**src/stbs_pkg.sv**
```systemverilog
// stbs_pkg: types and constants shared by the sorted table bracket search block
// item structs, command and status codes, configuration register index
// no dependencies
package stbs_pkg;

    // fixed field widths
    localparam int VALUE_W     = 32;
    localparam int IDX_FIELD_W = 10;
    localparam int CNT_FIELD_W = 11;

    // configuration port
    localparam int PADDR_W = 3;
    localparam int PDATA_W = 32;
    localparam logic [0:0] CFG_ENTRIES_IN_USE = 1'b0;

    typedef enum logic {
        CMD_WRITE = 1'b0,
        CMD_QUERY = 1'b1
    } cmd_t;

    typedef enum logic {
        STATUS_FOUND = 1'b0,
        STATUS_EMPTY = 1'b1
    } status_t;

    typedef struct packed {
        cmd_t                      command;
        logic [IDX_FIELD_W-1:0]    entry_index;
        logic signed [VALUE_W-1:0] entry_value;
        logic signed [VALUE_W-1:0] query_value;
    } cmd_item_t;

    typedef struct packed {
        status_t                   status;
        logic [IDX_FIELD_W-1:0]    lower_index;
        logic [IDX_FIELD_W-1:0]    upper_index;
        logic signed [VALUE_W-1:0] lower_entry;
        logic signed [VALUE_W-1:0] upper_entry;
    } res_item_t;

endpackage

```
**src/stbs_step_cell.sv**
```systemverilog
// stbs_step_cell: one lower-bound search step holding the current bounds
// compares the entry read at the midpoint and hands updated bounds on
// depends on stbs_pkg
module stbs_step_cell
    import stbs_pkg::*;
#(
    parameter int CNT_W = 11
) (
    input  logic                      clk,
    input  logic                      rst_n,
    input  logic signed [VALUE_W-1:0] key,
    input  logic signed [VALUE_W-1:0] rd_data,
    input  logic                      in_act,
    input  logic [CNT_W-1:0]          in_lo,
    input  logic [CNT_W-1:0]          in_hi,
    output logic                      out_act,
    output logic [CNT_W-1:0]          out_lo,
    output logic [CNT_W-1:0]          out_hi
);

    logic             act_reg;
    logic [CNT_W-1:0] lo_reg;
    logic [CNT_W-1:0] hi_reg;
    logic [CNT_W-1:0] mid;

    // activity token
    always_ff @(posedge clk or negedge rst_n)
    begin
        if (!rst_n)
        begin
            act_reg <= 1'b0;
        end
        else
        begin
            act_reg <= in_act;
        end
    end

    // bounds taken from the neighbor
    always_ff @(posedge clk)
    begin
        if (in_act)
        begin
            lo_reg <= in_lo;
            hi_reg <= in_hi;
        end
    end

    // narrow the interval around the midpoint entry
    always_comb
    begin
        mid    = lo_reg + ((hi_reg - lo_reg) >> 1);
        out_lo = lo_reg;
        out_hi = hi_reg;
        if (lo_reg < hi_reg)
        begin
            if (rd_data < key)
            begin
                out_lo = mid + CNT_W'(1);
            end
            else
            begin
                out_hi = mid;
            end
        end
    end

    assign out_act = act_reg;

endmodule

```
**config.mk**
```make
export PLATFORM = sky130hd
export DESIGN_NAME = stbs_step_cell
export DESIGN_NICKNAME = d
export VERILOG_FILES = /design/src/stbs_pkg.sv /design/src/stbs_step_cell.sv
export SDC_FILE = /design/constraint.sdc
export NUM_CORES = 1
export LEC_CHECK = 0
export BUFFER_PORTS_ARGS = -buffer_cell sky130_fd_sc_hd__buf_2
export CELL_PAD_IN_SITES_DETAIL_PLACEMENT = 1
export CELL_PAD_IN_SITES_GLOBAL_PLACEMENT = 2
export CORE_MARGIN = 8
export CORE_UTILIZATION = 29
export CTS_CLUSTER_DIAMETER = 120
export DETAILED_ROUTE_END_ITERATION = 10
export PLACE_DENSITY_LB_ADDON = 0.1
export SYNTH_ARGS = -nofsm -noshare
export SYNTH_HDL_FRONTEND = slang
export SYNTH_SLANG_ARGS = --single-unit
```
**constraint.sdc**
```tcl
create_clock -name clk -period 4.57 [get_ports clk]
set_input_delay 0.457 -clock clk [delete_from_list [all_inputs] [get_ports clk]]
set_output_delay 0.457 -clock clk [all_outputs]
set_load 0.05 [all_outputs]
```
==> results.txt <==
Run status = complete, no violations
Max frequency = 221 MHz
Clock slew at the register clock pins of the worst setup and hold paths = 0.09 ns
Switching Share = 0.501
Setup Crit Path Kind = reg2out
Slew Limit Fails = 0
Portion of the post-synthesis area used by sequential elements = 0.218
Clock group share of total power = 0.078
Area share of the largest cell type after synthesis = 0.211
Worst voltage drop across the vdd grid = 186 uV
Worst EP required = 4.11 ns
Number of buffers between clock root and the deepest sink = 2
Share of power burned in combinational logic = 0.772
Synthesized area divided by synthesized cell count = 8.62 um^2
Mapped Nets = 509
Share of synthesized registers carrying an async set or reset = 0.0435
RSZ-0062 raised after global routing = true
Slowest cell on crit path = edfxtp_1
Total via count in the routed design = 3150
DP Wirelength = 8840 um
Layout cell share with drive strength beyond 1 = 0.396
Primary flip-flop cell chosen by synthesis mapping = edfxtp_1
Ports = 112
Synth cell count leaders = 63 x inv_1, 53 x ha_1, 25 x a21oi_1
Final Hold Vio Count = 0
Core Region = 10700 um^2
Fin crit period = 4.52 ns
Number of diodes added for antenna fixing = 0
Total routing resource utilization after global routing = 0.142
Die Footprint = 14400 um^2
Final layout net count = 643
Number of placed instances, taps included = 623
Warning count from the yosys run = 0
Area contributors post-synth = ha_1 21%, edfxtp_1 21%, inv_1 7.5%, xnor2_1 4.5%, a21oi_1 4.0%
Post-Synthesis Cell Area = 3150 um^2
Type of destination of the critical path = primary output
Synthesized instance count = 365
Pin count of the biggest net entering global routing = 29
Worst path max stage delay = 0.42 ns
Internal power consumption = 0.877 mW
Biggest area consumer among synthesized cells = ha_1
Filler-free cell count of the finished design = 638
HP Class = in2reg
Routability congestion estimate from global placement = 0.746
Wire length of the first global-routing pass = 16800 um
Startpoint class of the critical path = register
Number of synthesized flops with an enable pin = 22
Count of TritonRoute iterations in the first routing pass = 5
Worst slack on hold paths = 0.345 ns
Max Cap Violations = 0
Endpoints failing setup = 0
Number of antenna violations at the first check in global routing = 0
Critical path peak fanout = 5
CTS Root Cell = clkbuf_8
Starting density of the core = 0.294
Worst slew margin = 0.576
Residual DRC count = 0
Die outline width = 120 um
DRT antenna net count = 0
Clk sink count = 23
Sequence of cells on the critical path = inv_2 > ha_4 > inv_2 > fa_2 > a21o_1 > a21oi_2 > o21ai_2 > a21oi_2 > buf_4 > xnor2_2 > ha_4 > o21a_1 > a32o_2 > or3b_4 > nor3_4 > nand4_1 > xnor2_2 > mux2i_2 > buf_6
Number of H-tree levels = 1
Number of synthesized register bits = 23
Reported net switching power = 0.882 mW
Synth-to-Final Area Change = 38.8%
Reg power frac = 0.150
Worst Path Arrival = 4.06 ns
Routed Wire Length = 10300 um
Actual transition at the worst max-transition pin = 0.636 ns
Total power per unit cell area = 403 nW/um^2
Cell with the most instances after synthesis = inv_1
Number of buffers added on ports = 111
Die height = 120 um
Leakage power of the design = 2.16 nW
WL per Instance = 16.2 um
TritonCTS clock tree = built
Share of the clock period used by the worst path after layout = 0.989
Site Rows = 38
Vias per inst = 4.94
Overflow left after global routing = 0
Initial drt markers = 74
Number of distinct library cells after synthesis = 60
Number of global-route vias before repair = 3402
Total CTS buffers = 3
cell usage in the layout (no fill, tap or decap), types with 5 or more instances in the layout:
| cell | instances |
|---|---|
| a21o_1 | 10 |
| a21oi_1 | 20 |
| a21oi_2 | 5 |
| buf_2 | 104 |
| buf_4 | 26 |
| buf_6 | 5 |
| edfxtp_1 | 22 |
| ha_1 | 46 |
| ha_4 | 5 |
| inv_1 | 60 |
| mux2i_1 | 6 |
| nand2_1 | 17 |
| nand3_1 | 12 |
| nand4_1 | 7 |
| nor2_1 | 15 |
| nor3_1 | 5 |
| o21ai_0 | 11 |
| xnor2_1 | 12 |
| xor2_1 | 7 |
timing repair:
action / CTS / global route
hold buffers: 1 / 0
buffers inserted: 6 / 5
endpoints found under the setup margin: 10 / 10
pin swaps: 19 / 16
gates resized for setup: 28 / 32
hold endpoints to repair: 1 / 0
through the flow:
step	setup TNS, ns	utilization	cell area, um^2	setup slack [ns]	total power, mW
final	0	0.408	4370	0.0517	1.76
after global routing	-0.903	0.408	4370	-0.220	1.90
after CTS	0	0.389	4160	0.000485	1.67
after detailed placement	-0.398	0.371	3960	-0.164	1.46
after global placement	-0.0220	0.371	3960	-0.0220	1.44
after floorplan	0	-	3170	0.0336	1.11
layer usage:
layer / routed length (um) / global-route usage
met1: 4580 / 0.171
met2: 5140 / 0.256
met3: 495 / 0.0244
met4: 85 / 0.0359
met5: 0 / 0
cell type report:
class / count / area, um^2
Tap cell: 140 / 175
Fill cell: 1280 / 6330
Timing Repair Buffer: 137 / 790
Clock buffer: 3 / 41.3
Inverter: 63 / 236
Sequential cell: 23 / 686
Clock inverter: 1 / 5.00
Multi-Input combinational cell: 271 / 2430
power groups by stage:
stage / Clock, mW / Sequential (mW) / Combinational [mW]
global route: 0.148 / 0.267 / 1.48
finish: 0.137 / 0.265 / 1.36
global placement: 0 / 0.268 / 1.17
floorplan: 0 / 0.265 / 0.844
detailed placement: 0 / 0.268 / 1.19
CTS: 0.145 / 0.264 / 1.26
path summary, 6_finish.rpt:
path / start / to / slack, ns / cells after the start
setup / recovery: hi_reg[0]$_DFFE_PP_ / out_lo[10] / 0.05 / 19
min in group asynchronous: rst_n / out_act$_DFF_PN0_ / 0.47 / 2
hold / removal: in_hi[2] / hi_reg[2]$_DFFE_PP_ / 0.35 / 1
max in group asynchronous: rst_n / out_act$_DFF_PN0_ / 4.01 / 2
logic make-up (layout without fill, tap and decap cells):
| group | count (synthesis) | count (layout) | share of synthesized area |
|---|---|---|---|
| AOI/OAI and AO/OA | 95 | 95 | 0.219 |
| xor gates and xnor gates | 25 | 25 | 0.0696 |
| adders and majority gates | 55 | 55 | 0.223 |
| buffers and inverters | 71 | 204 | 0.0907 |
| DFF | 23 | 23 | 0.218 |
| muxes | 11 | 11 | 0.0370 |
| and+or+nand+nor | 85 | 85 | 0.143 |
critical path, delay by kind of cell, from the launching register on:
kind	cells	cell delay [ns]
AO/OA/AOI/OAI	6	0.89
AND/OR/NAND/NOR	3	0.80
adder cells (fa/ha/maj)	3	0.72
buffers and inverters	4	0.47
flip-flops	1	0.42
XOR/XNOR	2	0.29
multiplexers	1	0.17
Power figures use the tool's default switching activity.
